File: config.mk
export PLATFORM = sky130hd
export DESIGN_NAME = esc_bus_master_sequencer
export DESIGN_NICKNAME = d
export VERILOG_FILES = /design/src/ebms_pkg.sv /design/src/ebms_cfg.sv /design/src/ebms_step.sv /design/src/esc_bus_master_sequencer.sv
export SDC_FILE = /design/constraint.sdc
export NUM_CORES = 1
export LEC_CHECK = 0
export ABC_AREA = 1
export BUFFER_PORTS_ARGS = -buffer_cell sky130_fd_sc_hd__buf_4
export CAP_MARGIN = 20
export CORE_MARGIN = 2
export CORE_UTILIZATION = 25
export CTS_CLUSTER_SIZE = 20
export DETAILED_ROUTE_END_ITERATION = 12
export PLACE_DENSITY = 0.41
export REMOVE_ABC_BUFFERS = 1
export SYNTH_ARGS = -nofsm -noshare
export SYNTH_HDL_FRONTEND = slang
export SYNTH_SLANG_ARGS = --single-unit
File: constraint.sdc
create_clock -name i_clk -period 4.7 [get_ports i_clk]
set_input_delay 0.94 -clock i_clk [delete_from_list [all_inputs] [get_ports i_clk]]
set_output_delay 0.94 -clock i_clk [all_outputs]
set_load 0.005 [all_outputs]
File: src/ebms_pkg.sv
// Shared types, codes and reset constants for the ESC bus master sequencer.
`timescale 1ns / 1ps

package ebms_pkg;

    localparam int TIME_BITS_DEF = 32;

    // bus phases
    localparam logic [1:0] PH_STARTUP   = 2'd0;
    localparam logic [1:0] PH_HANDSHAKE = 2'd1;
    localparam logic [1:0] PH_RUNNING   = 2'd2;

    // send kinds
    localparam logic [1:0] SEND_NONE    = 2'd0;
    localparam logic [1:0] SEND_HS      = 2'd1;
    localparam logic [1:0] SEND_CHANNEL = 2'd2;

    // input operations
    localparam logic OP_TICK  = 1'b0;
    localparam logic OP_FRAME = 1'b1;

    // received frame types
    localparam logic [1:0] FT_HANDSHAKE = 2'd0;
    localparam logic [1:0] FT_TELEMETRY = 2'd1;

    localparam logic [6:0] HS_MIN_LEN   = 7'd14;
    localparam logic [6:0] TLM_MIN_LEN  = 7'd22;
    localparam logic [7:0] BROADCAST_ID = 8'hFF;

    // configuration register indexes
    localparam int CFG_IDX_BITS = 3;
    localparam logic [CFG_IDX_BITS-1:0] CFG_STARTUP_DELAY = 3'd0;
    localparam logic [CFG_IDX_BITS-1:0] CFG_HS_STEP       = 3'd1;
    localparam logic [CFG_IDX_BITS-1:0] CFG_DISC_RETRY    = 3'd2;
    localparam logic [CFG_IDX_BITS-1:0] CFG_CHAN_PERIOD   = 3'd3;
    localparam logic [CFG_IDX_BITS-1:0] CFG_LINK_TIMEOUT  = 3'd4;
    localparam logic [CFG_IDX_BITS-1:0] CFG_ESC_ID_MIN    = 3'd5;
    localparam logic [CFG_IDX_BITS-1:0] CFG_ESC_ID_MAX    = 3'd6;
    localparam logic [CFG_IDX_BITS-1:0] CFG_MASTER_ID     = 3'd7;
    localparam int CFG_DATA_BITS = 16;

    // configuration reset values
    localparam logic [15:0] STARTUP_DELAY_RST = 16'd50;
    localparam logic [15:0] HS_STEP_RST       = 16'd8;
    localparam logic [15:0] DISC_RETRY_RST    = 16'd300;
    localparam logic [15:0] CHAN_PERIOD_RST   = 16'd11;
    localparam logic [15:0] LINK_TIMEOUT_RST  = 16'd2000;
    localparam logic [7:0]  ESC_ID_MIN_RST    = 8'd64;
    localparam logic [7:0]  ESC_ID_MAX_RST    = 8'd79;
    localparam logic [7:0]  MASTER_ID_RST     = 8'd33;

    typedef struct packed {
        logic [15:0] startup_wait_ms;
        logic [15:0] hs_gap_ms;
        logic [15:0] discovery_retry_ms;
        logic [15:0] chan_gap_ms;
        logic [15:0] link_timeout_ms;
        logic [7:0]  esc_id_min;
        logic [7:0]  esc_id_max;
        logic [7:0]  master_id;
    } t_cfg;

    typedef struct packed {
        logic        operation;
        logic [31:0] now_ms;
        logic        frame_valid;
        logic [1:0]  frame_type;
        logic [6:0]  frame_length;
        logic [7:0]  header_byte3;
        logic [7:0]  header_byte4;
        logic        failsafe;
        logic [15:0] throttle_code;
    } t_in_word;

    typedef struct packed {
        logic [1:0]  send_kind;
        logic [7:0]  target_id;
        logic [15:0] throttle_out;
        logic        failsafe_out;
        logic        bus_reset;
        logic [1:0]  bus_phase;
    } t_out_word;

endpackage

File: src/ebms_cfg.sv
// Configuration register file with reset defaults.
`timescale 1ns / 1ps

module ebms_cfg (
    input  logic                                i_clk,
    input  logic                                i_rst_n,
    input  logic                                i_cfg_we,
    input  logic [ebms_pkg::CFG_IDX_BITS-1:0]   i_cfg_idx,
    input  logic [ebms_pkg::CFG_DATA_BITS-1:0]  i_cfg_wdata,
    output ebms_pkg::t_cfg                      o_cfg
);

    ebms_pkg::t_cfg r_cfg;

    always_ff @(posedge i_clk) begin
        if (!i_rst_n) begin
            r_cfg.startup_wait_ms    <= ebms_pkg::STARTUP_DELAY_RST;
            r_cfg.hs_gap_ms          <= ebms_pkg::HS_STEP_RST;
            r_cfg.discovery_retry_ms <= ebms_pkg::DISC_RETRY_RST;
            r_cfg.chan_gap_ms        <= ebms_pkg::CHAN_PERIOD_RST;
            r_cfg.link_timeout_ms    <= ebms_pkg::LINK_TIMEOUT_RST;
            r_cfg.esc_id_min         <= ebms_pkg::ESC_ID_MIN_RST;
            r_cfg.esc_id_max         <= ebms_pkg::ESC_ID_MAX_RST;
            r_cfg.master_id          <= ebms_pkg::MASTER_ID_RST;
        end else if (i_cfg_we) begin
            unique case (i_cfg_idx)
                ebms_pkg::CFG_STARTUP_DELAY: r_cfg.startup_wait_ms    <= i_cfg_wdata;
                ebms_pkg::CFG_HS_STEP:       r_cfg.hs_gap_ms          <= i_cfg_wdata;
                ebms_pkg::CFG_DISC_RETRY:    r_cfg.discovery_retry_ms <= i_cfg_wdata;
                ebms_pkg::CFG_CHAN_PERIOD:   r_cfg.chan_gap_ms        <= i_cfg_wdata;
                ebms_pkg::CFG_LINK_TIMEOUT:  r_cfg.link_timeout_ms    <= i_cfg_wdata;
                ebms_pkg::CFG_ESC_ID_MIN:    r_cfg.esc_id_min         <= i_cfg_wdata[7:0];
                ebms_pkg::CFG_ESC_ID_MAX:    r_cfg.esc_id_max         <= i_cfg_wdata[7:0];
                ebms_pkg::CFG_MASTER_ID:     r_cfg.master_id          <= i_cfg_wdata[7:0];
                default: ;
            endcase
        end
    end

    assign o_cfg = r_cfg;

endmodule

File: src/ebms_step.sv
// Sequencer state and the combinational step logic for one word.
`timescale 1ns / 1ps

module ebms_step #(
    parameter int TIME_BITS = ebms_pkg::TIME_BITS_DEF
) (
    input  logic                i_clk,
    input  logic                i_rst_n,
    input  logic                i_fire,
    input  ebms_pkg::t_in_word  i_word,
    input  ebms_pkg::t_cfg      i_cfg,
    output ebms_pkg::t_out_word o_res
);

    logic [1:0]           r_phase,      n_phase;
    logic [TIME_BITS-1:0] r_phase_t0,   n_phase_t0;
    logic [TIME_BITS-1:0] r_last_send,  n_last_send;
    logic [TIME_BITS-1:0] r_last_rx,    n_last_rx;
    logic [7:0]           r_scan_id,    n_scan_id;
    logic [7:0]           r_esc_id,     n_esc_id;

    logic [TIME_BITS-1:0] now_t;
    logic [TIME_BITS-1:0] el_phase, el_send, el_rx;
    logic                 do_reset;
    ebms_pkg::t_out_word  res;

    assign now_t    = i_word.now_ms[TIME_BITS-1:0];
    assign el_phase = now_t - r_phase_t0;
    assign el_send  = now_t - r_last_send;
    assign el_rx    = now_t - r_last_rx;

    always_comb begin
        n_phase     = r_phase;
        n_phase_t0  = r_phase_t0;
        n_last_send = r_last_send;
        n_last_rx   = r_last_rx;
        n_scan_id   = r_scan_id;
        n_esc_id    = r_esc_id;
        do_reset    = 1'b0;
        res         = '0;

        if (i_word.operation == ebms_pkg::OP_FRAME) begin
            if (i_word.frame_valid) begin
                n_last_rx = now_t;
                if (i_word.frame_type == ebms_pkg::FT_HANDSHAKE &&
                    i_word.frame_length >= ebms_pkg::HS_MIN_LEN) begin
                    if (i_word.header_byte3 >= i_cfg.esc_id_min &&
                        i_word.header_byte3 <= i_cfg.esc_id_max &&
                        (i_word.header_byte4 == i_cfg.master_id ||
                         i_word.header_byte4 == 8'd0)) begin
                        n_esc_id = i_word.header_byte3;
                    end
                end else if (i_word.frame_type == ebms_pkg::FT_TELEMETRY &&
                             i_word.frame_length >= ebms_pkg::TLM_MIN_LEN) begin
                    // telemetry to broadcast means the ESC restarted
                    if (i_word.header_byte3 == ebms_pkg::BROADCAST_ID) begin
                        do_reset = 1'b1;
                    end
                end
            end
        end else begin
            unique case (r_phase)
                ebms_pkg::PH_HANDSHAKE: begin
                    if (el_send >= TIME_BITS'(i_cfg.hs_gap_ms)) begin
                        res.send_kind = ebms_pkg::SEND_HS;
                        n_last_send   = now_t;
                        if (r_scan_id < i_cfg.esc_id_max) begin
                            n_scan_id     = r_scan_id + 8'd1;
                            res.target_id = r_scan_id + 8'd1;
                        end else begin
                            res.target_id = ebms_pkg::BROADCAST_ID;
                            n_phase       = ebms_pkg::PH_RUNNING;
                            n_phase_t0    = now_t;
                        end
                    end
                end
                ebms_pkg::PH_RUNNING: begin
                    if (r_esc_id == 8'd0 &&
                        el_phase >= TIME_BITS'(i_cfg.discovery_retry_ms)) begin
                        do_reset = 1'b1;
                    end else if (!i_word.failsafe && r_last_rx != '0 &&
                                 el_rx >= TIME_BITS'(i_cfg.link_timeout_ms)) begin
                        do_reset = 1'b1;
                    end else if (r_last_send == '0 ||
                                 el_send >= TIME_BITS'(i_cfg.chan_gap_ms)) begin
                        res.send_kind    = ebms_pkg::SEND_CHANNEL;
                        res.target_id    = r_esc_id;
                        res.throttle_out = i_word.failsafe ? 16'd0 : i_word.throttle_code;
                        res.failsafe_out = i_word.failsafe;
                        n_last_send      = now_t;
                    end
                end
                default: begin
                    // startup, and the unused code too
                    if (el_phase >= TIME_BITS'(i_cfg.startup_wait_ms)) begin
                        n_phase       = ebms_pkg::PH_HANDSHAKE;
                        n_phase_t0    = now_t;
                        n_scan_id     = i_cfg.esc_id_min;
                        res.send_kind = ebms_pkg::SEND_HS;
                        res.target_id = i_cfg.esc_id_min;
                        n_last_send   = now_t;
                    end
                end
            endcase
        end

        if (do_reset) begin
            n_phase     = ebms_pkg::PH_STARTUP;
            n_phase_t0  = now_t;
            n_last_send = '0;
            n_last_rx   = '0;
            n_scan_id   = i_cfg.esc_id_min;
            n_esc_id    = 8'd0;
        end

        res.bus_reset = do_reset;
        res.bus_phase = (n_phase == ebms_pkg::PH_HANDSHAKE ||
                         n_phase == ebms_pkg::PH_RUNNING) ? n_phase : ebms_pkg::PH_STARTUP;
    end

    always_ff @(posedge i_clk) begin
        if (!i_rst_n) begin
            r_phase     <= ebms_pkg::PH_STARTUP;
            r_phase_t0  <= '0;
            r_last_send <= '0;
            r_last_rx   <= '0;
            r_scan_id   <= ebms_pkg::ESC_ID_MIN_RST;
            r_esc_id    <= 8'd0;
        end else if (i_fire) begin
            r_phase     <= n_phase;
            r_phase_t0  <= n_phase_t0;
            r_last_send <= n_last_send;
            r_last_rx   <= n_last_rx;
            r_scan_id   <= n_scan_id;
            r_esc_id    <= n_esc_id;
        end
    end

    assign o_res = res;

    a_reset_quiet: assert property (@(posedge i_clk) disable iff (!i_rst_n)
        i_fire && res.bus_reset |->
            res.send_kind == ebms_pkg::SEND_NONE && res.bus_phase == ebms_pkg::PH_STARTUP)
        else $error("bus reset word carries a send or a non-startup phase");

    a_chan_running: assert property (@(posedge i_clk) disable iff (!i_rst_n)
        i_fire && res.send_kind == ebms_pkg::SEND_CHANNEL |->
            r_phase == ebms_pkg::PH_RUNNING && res.bus_phase == ebms_pkg::PH_RUNNING)
        else $error("channel frame outside running phase");

    a_reset_clears: assert property (@(posedge i_clk) disable iff (!i_rst_n)
        i_fire && res.bus_reset |=>
            r_esc_id == 8'd0 && r_last_send == '0 && r_last_rx == '0)
        else $error("bus reset left discovery or time stamps set");

    // scan at the top of its range: the broadcast ends the handshake phase
    a_bcast_enters_run: assert property (@(posedge i_clk) disable iff (!i_rst_n)
        i_fire && r_phase == ebms_pkg::PH_HANDSHAKE &&
        r_scan_id >= i_cfg.esc_id_max &&
        res.send_kind == ebms_pkg::SEND_HS &&
        res.target_id == ebms_pkg::BROADCAST_ID |=> r_phase == ebms_pkg::PH_RUNNING)
        else $error("broadcast handshake did not enter running");

endmodule

File: src/esc_bus_master_sequencer.sv
// Top level: input word register, step logic, result word register, config port.
// An accepted word is held in the input reg, the step logic works on it and its result is
// registered in the result reg. Throughput: one word per cycle while the result does not
// stall; the step is a few 32-bit subtracts and compares.
// A stalled result holds in the output register while one more word waits at the input.
// Reset (i_rst_n low, synchronous): phase startup, time stamps zero, scan at
// the default first ID, config registers at their defaults, both stages empty.
`timescale 1ns / 1ps

module esc_bus_master_sequencer #(
    parameter int TIME_BITS = ebms_pkg::TIME_BITS_DEF
) (
    input  logic                                i_clk,
    input  logic                                i_rst_n,
    // input channel
    input  logic                                i_in_valid,
    output logic                                o_in_stall,
    input  ebms_pkg::t_in_word                  i_in_word,
    // result channel
    output logic                                o_out_valid,
    input  logic                                i_out_stall,
    output ebms_pkg::t_out_word                 o_out_word,
    // config write port
    input  logic                                i_cfg_we,
    input  logic [ebms_pkg::CFG_IDX_BITS-1:0]   i_cfg_idx,
    input  logic [ebms_pkg::CFG_DATA_BITS-1:0]  i_cfg_wdata
);

    logic                r_in_valid;
    ebms_pkg::t_in_word  r_in_word;
    logic                r_out_valid;
    ebms_pkg::t_out_word r_out_word;

    logic                out_free;   // result reg can take a new word
    logic                step_fire;  // input reg word is processed this cycle
    logic                in_take;
    ebms_pkg::t_cfg      cfg;
    ebms_pkg::t_out_word step_res;

    assign out_free   = !r_out_valid || !i_out_stall;
    assign step_fire  = r_in_valid && out_free;
    // input reg refills when empty or when its word moves on
    assign o_in_stall = r_in_valid && !out_free;
    assign in_take    = i_in_valid && !o_in_stall;

    always_ff @(posedge i_clk) begin
        if (!i_rst_n) begin
            r_in_valid <= 1'b0;
        end else if (in_take) begin
            r_in_valid <= 1'b1;
        end else if (step_fire) begin
            r_in_valid <= 1'b0;
        end
    end

    always_ff @(posedge i_clk) begin
        if (in_take) begin
            r_in_word <= i_in_word;
        end
    end

    always_ff @(posedge i_clk) begin
        if (!i_rst_n) begin
            r_out_valid <= 1'b0;
        end else if (out_free) begin
            r_out_valid <= r_in_valid;
        end
    end

    always_ff @(posedge i_clk) begin
        if (step_fire) begin
            r_out_word <= step_res;
        end
    end

    ebms_cfg u_cfg (
        .i_clk       (i_clk),
        .i_rst_n     (i_rst_n),
        .i_cfg_we    (i_cfg_we),
        .i_cfg_idx   (i_cfg_idx),
        .i_cfg_wdata (i_cfg_wdata),
        .o_cfg       (cfg)
    );

    ebms_step #(
        .TIME_BITS (TIME_BITS)
    ) u_step (
        .i_clk   (i_clk),
        .i_rst_n (i_rst_n),
        .i_fire  (step_fire),
        .i_word  (r_in_word),
        .i_cfg   (cfg),
        .o_res   (step_res)
    );

    assign o_out_valid = r_out_valid;
    assign o_out_word  = r_out_word;

endmodule
==> metrics.md <==
| Metric | Value |
|---|---|
| Result of the run | completed |
| Launching element type of the critical path | register |
| Post-synth top area share | 20.0% |
| CTS buffer count | 41 |
| Internal power consumption | 5.63 mW |
| Reg power frac | 37.3% |
| Largest buffer count on any clock path | 3 |
| Switching part of the total power | 33.2% |
| Reported net switching power | 2.80 mW |
| Routed wirelength normalized by instance count | 16.8 um |
| Cell area after technology mapping | 0.0220 mm2 |
| TritonCTS clock tree | yes |
| Placed wire-length estimate after detailed placement | 61,500 um |
| Reg area | 0.00756 mm2 |
| Post-synth top flop | sky130_fd_sc_hd__dfxtp_1 |
| Post-route fraction of the period consumed by the critical path | 93.2% |
| Cell area after placement | 0.0249 mm2 |
| Unrepaired setup endpoints after global routing | false |
| DRC violations left | 0 |
| Clock Sinks | 325 |
| Worst EP arrival | 4.83 ns |
| Top cells by area in the synthesized netlist | sky130_fd_sc_hd__dfxtp_1, sky130_fd_sc_hd__nand2_1, sky130_fd_sc_hd__edfxtp_1, sky130_fd_sc_hd__ha_1, sky130_fd_sc_hd__inv_1 |
| First-pass detailed-route iteration total | 7 |
| Total power per unit cell area | 319 mW/mm2 |
| Avg Cell Area, Syn | 6.76 um2 |
| Antenna diodes | 0 |
| Share of power burned in combinational logic | 26.4% |
| Class of the most critical hold timing path | reg -> reg |
| Share of synthesized area occupied by flip-flops and latches | 34.4% |
| Routability-driven placement congestion ratio | 0.867 |
| Fill cell total of the finished layout | 9,713 |
| # setup viols final | 0 |
| Multi-input gate area in the final layout | 0.0122 mm2 |
| Floorplan Core Area | 0.0869 mm2 |
| Source-to-sink clock delay at the later pin of the worst-skew pair | 0.58 ns |
| Total number of nets in the final design | 3,752 |
| Maximum vdd ir drop | 0.238 mV |
| Post-synthesis share of cell area spent on full adders, half adders and majority gates | 11.6% |
| Fin crit period | 4.38 ns |
| Die Y | 301 um |
| Horizontal die dimension | 301 um |
| Final Hold Viols | 0 |
| Final Instance Area | 0.0265 mm2 |
| Count of unique library cells instantiated by Yosys | 47 |
| Fraction of the mapped netlist area in compound gates | 11.9% |
| Max Fanout on Critical Path | 23 |
| Core Util, Final | 30.5% |
| Simple-gate area share of the yosys netlist | 28.7% |
| Antenna violations before repair | 2 |
| Maximum operating frequency | 228 MHz |
| Headroom to the max-slew limit | 34.6% |
| Area growth from synthesis to layout | 20.4% |
| Total power | 8.43 mW |
| Worst-case clock skew | 0.0300 ns |
| Post-synthesis register bit count | 325 |
| Site row count | 108 |
| Port buffer count | 130 |
| Capturing element type of the critical path | register |
| Data required time of the critical path | 5.15 ns |
| Multiplexer share of the synthesized area | 0% |
| Max Slew Vio Count | 0 |
| Synthesis warning total | 0 |
| Async S/R FF share, synth | 0% |
| Combined global-route utilization of all metal layers | 16.8% |
| Largest family of logic cells by synthesized area | simple AND/OR/NAND/NOR gates |
| Clk pwr share | 36.4% |
| Number of design-rule violations left by the first detailed-router iteration | 1,234 |
| P_leak | 12.5 nW |
| Share of layout cells above drive strength 1 | 9.68% |
| Remaining Overflow, GRT | 0 |
| Synth area leader | sky130_fd_sc_hd__dfxtp_1 |
| Max-cap viol count | 0 |
| Clock Root Buffer | sky130_fd_sc_hd__clkbuf_16 |
| Remaining antenna violation count | 0 |
| Area share of xor/xnor cells in the synthesized design | 2.35% |
| Worst-Margin Slew | 0.972 ns |
| Initial core utilization | 25.3% |
| Wire length of the first global-routing pass | 117,000 um |
| Post-DR vias/cell | 4.39 |
| Post-detailed-routing wire length | 77,900 um |
| Post-Syn Instances | 3,251 |
| Pin count of the biggest net entering global routing | 79 |
| CTS clk-pin slew, worst paths | 0.06 ns |
| Boundary pin count | 132 |
| CP Class | reg -> reg |
| Total Die Area | 0.0903 mm2 |
| Vias in the first global route | 19.6k |
| Number of synthesized flops with an enable pin | 105 |
| Vias after detailed routing | 20.4k |
| CTS H-Tree Depth | 2 |
[power groups by stage]
stage          Clock [mW]  Combinational [mW]  Sequential (mW)
2_1_floorplan           0                1.40             3.16
3_3_place_gp            0                2.19             3.20
3_5_place_dp            0                2.19             3.20
4_1_cts              3.16                2.20             3.14
5_1_grt              3.26                2.55             3.16
6_report             3.07                2.22             3.14
[registers in the layout, indices dropped and copies added (netlist names), 2 cells and up]
| register | count |
|---|---|
| u_step.r_last_rx | 32 |
| o_out_word | 30 |
| u_step.r_esc_id | 8 |
| u_step.r_last_send | 32 |
| u_step.r_phase | 2 |
| u_step.r_scan_id | 8 |
| r_in_word | 75 |
| u_cfg.o_cfg | 104 |
| u_step.r_phase_t0 | 32 |
[routing by layer]
metal  vias to the layer above  part of all wire [%]  track usage (%)
met5                         -                     0                0
met4                         0                   2.2             4.32
met3                        88                   3.3             1.73
met2                       315                    44             27.2
met1                      9168                    50             23.8
li1                      10800                     -                -
[through the flow]
stage	instances	hold slack [ns]	TNS, ns	setup WS, ns
after global placement	4557	0.449	0	0.0937
after CTS	4631	0.464	0	0.0515
after floorplan	3180	0.435	-37.83	-1.30
after global routing	4636	0.481	0	0.00356
final	4636	0.458	0	0.321
after detailed placement	4557	0.454	0	0.0731
[worst max-delay path, cell delays in order, from the launching register on]
cell,delay [ns]
sky130_fd_sc_hd__edfxtp_1,0.47
sky130_fd_sc_hd__buf_4,0.23
sky130_fd_sc_hd__ha_1,0.41
sky130_fd_sc_hd__nand2_1,0.15
sky130_fd_sc_hd__nor2_2,0.22
sky130_fd_sc_hd__nand2_1,0.11
sky130_fd_sc_hd__inv_1,0.06
sky130_fd_sc_hd__nand2_1,0.05
sky130_fd_sc_hd__nand2_1,0.11
sky130_fd_sc_hd__xor2_1,0.36
sky130_fd_sc_hd__ha_1,0.33
sky130_fd_sc_hd__nand2_1,0.09
sky130_fd_sc_hd__inv_1,0.04
sky130_fd_sc_hd__nand3_1,0.08
sky130_fd_sc_hd__nor3_1,0.06
sky130_fd_sc_hd__a221oi_1,0.27
sky130_fd_sc_hd__nand4_1,0.22
sky130_fd_sc_hd__inv_1,0.12
sky130_fd_sc_hd__nand2_1,0.06
sky130_fd_sc_hd__nor2_1,0.23
sky130_fd_sc_hd__nor2_4,0.13
sky130_fd_sc_hd__and2_4,0.17
sky130_fd_sc_hd__buf_12,0.15
sky130_fd_sc_hd__nor2_1,0.11
sky130_fd_sc_hd__nor2_1,0.05
[area by class of cell]
class                           instances  area share [%]
Sequential cell                       325            28.6
Inverter                              567            8.05
Tap cell                             1155            5.46
Timing Repair Buffer                  227            7.07
Multi-Input combinational cell       2288            46.0
Clock inverter                         16           0.492
Clock buffer                           58            4.35
[cells by family (layout without fill, tap and decap cells)]
family	count (synthesis)	after routing
flops	325	325
fa+ha+maj	202	202
buf+inv	638	868
xor+xnor	59	59
compound gates	488	488
simple gates	1539	1539
[cells in the final DEF (no fill, tap or decap), drive strengths merged]
master,instances
nand2,905
inv,567
nor2,384
a21oi,239
buf,224
dfxtp,220
ha,199
o21ai,180
nand3,120
edfxtp,105
clkbuf,61
xor2,48
nand4,46
nand3b,37
nor3,24
o211ai,23
nor4,15
clkinv,14
o21bai,13
xnor2,11
o21a,8
o22ai,8
a211oi,4
a31oi,4
and2,3
fa,3
and3,2
a21boi,2
nor3b,1
or2,1
o31a,1
a41oi,1
and3b,1
o2111ai,1
a221oi,1
o311ai,1
o221ai,1
a2111oi,1
bufinv,1
clkinvlp,1
[synthesized netlist by cell type, types with 46 or more instances]
cell type,number
sky130_fd_sc_hd__nand3_1,119
sky130_fd_sc_hd__xor2_1,48
sky130_fd_sc_hd__nor2_1,381
sky130_fd_sc_hd__edfxtp_1,105
sky130_fd_sc_hd__nand2_1,899
sky130_fd_sc_hd__clkbuf_1,54
sky130_fd_sc_hd__ha_1,199
sky130_fd_sc_hd__nand4_1,46
sky130_fd_sc_hd__o21ai_0,178
sky130_fd_sc_hd__inv_1,563
sky130_fd_sc_hd__a21oi_1,239
sky130_fd_sc_hd__dfxtp_1,220
[repair_timing]
action | 4_1_cts | 5_1_grt
buffers inserted | 0 | 2
hold buffers | 0 | 0
gates resized for setup | 0 | 42
setup endpoints to repair | 0 | 123
[final timing paths]
| check | depth (start not counted) | slack (ns) | startpoint | end |
|---|---|---|---|---|
| min | 2 | 0.46 | u_cfg.o_cfg[87] | u_cfg.o_cfg[87] |
| min reg2reg | 2 | 0.46 | u_cfg.o_cfg[87] | u_cfg.o_cfg[87] |
| max reg2reg | 24 | 0.32 | r_in_word[55] | u_step.r_phase_t0[13] |
| max | 24 | 0.32 | r_in_word[55] | u_step.r_phase_t0[13] |
No activity file was read; power rests on OpenSTA's default activity.
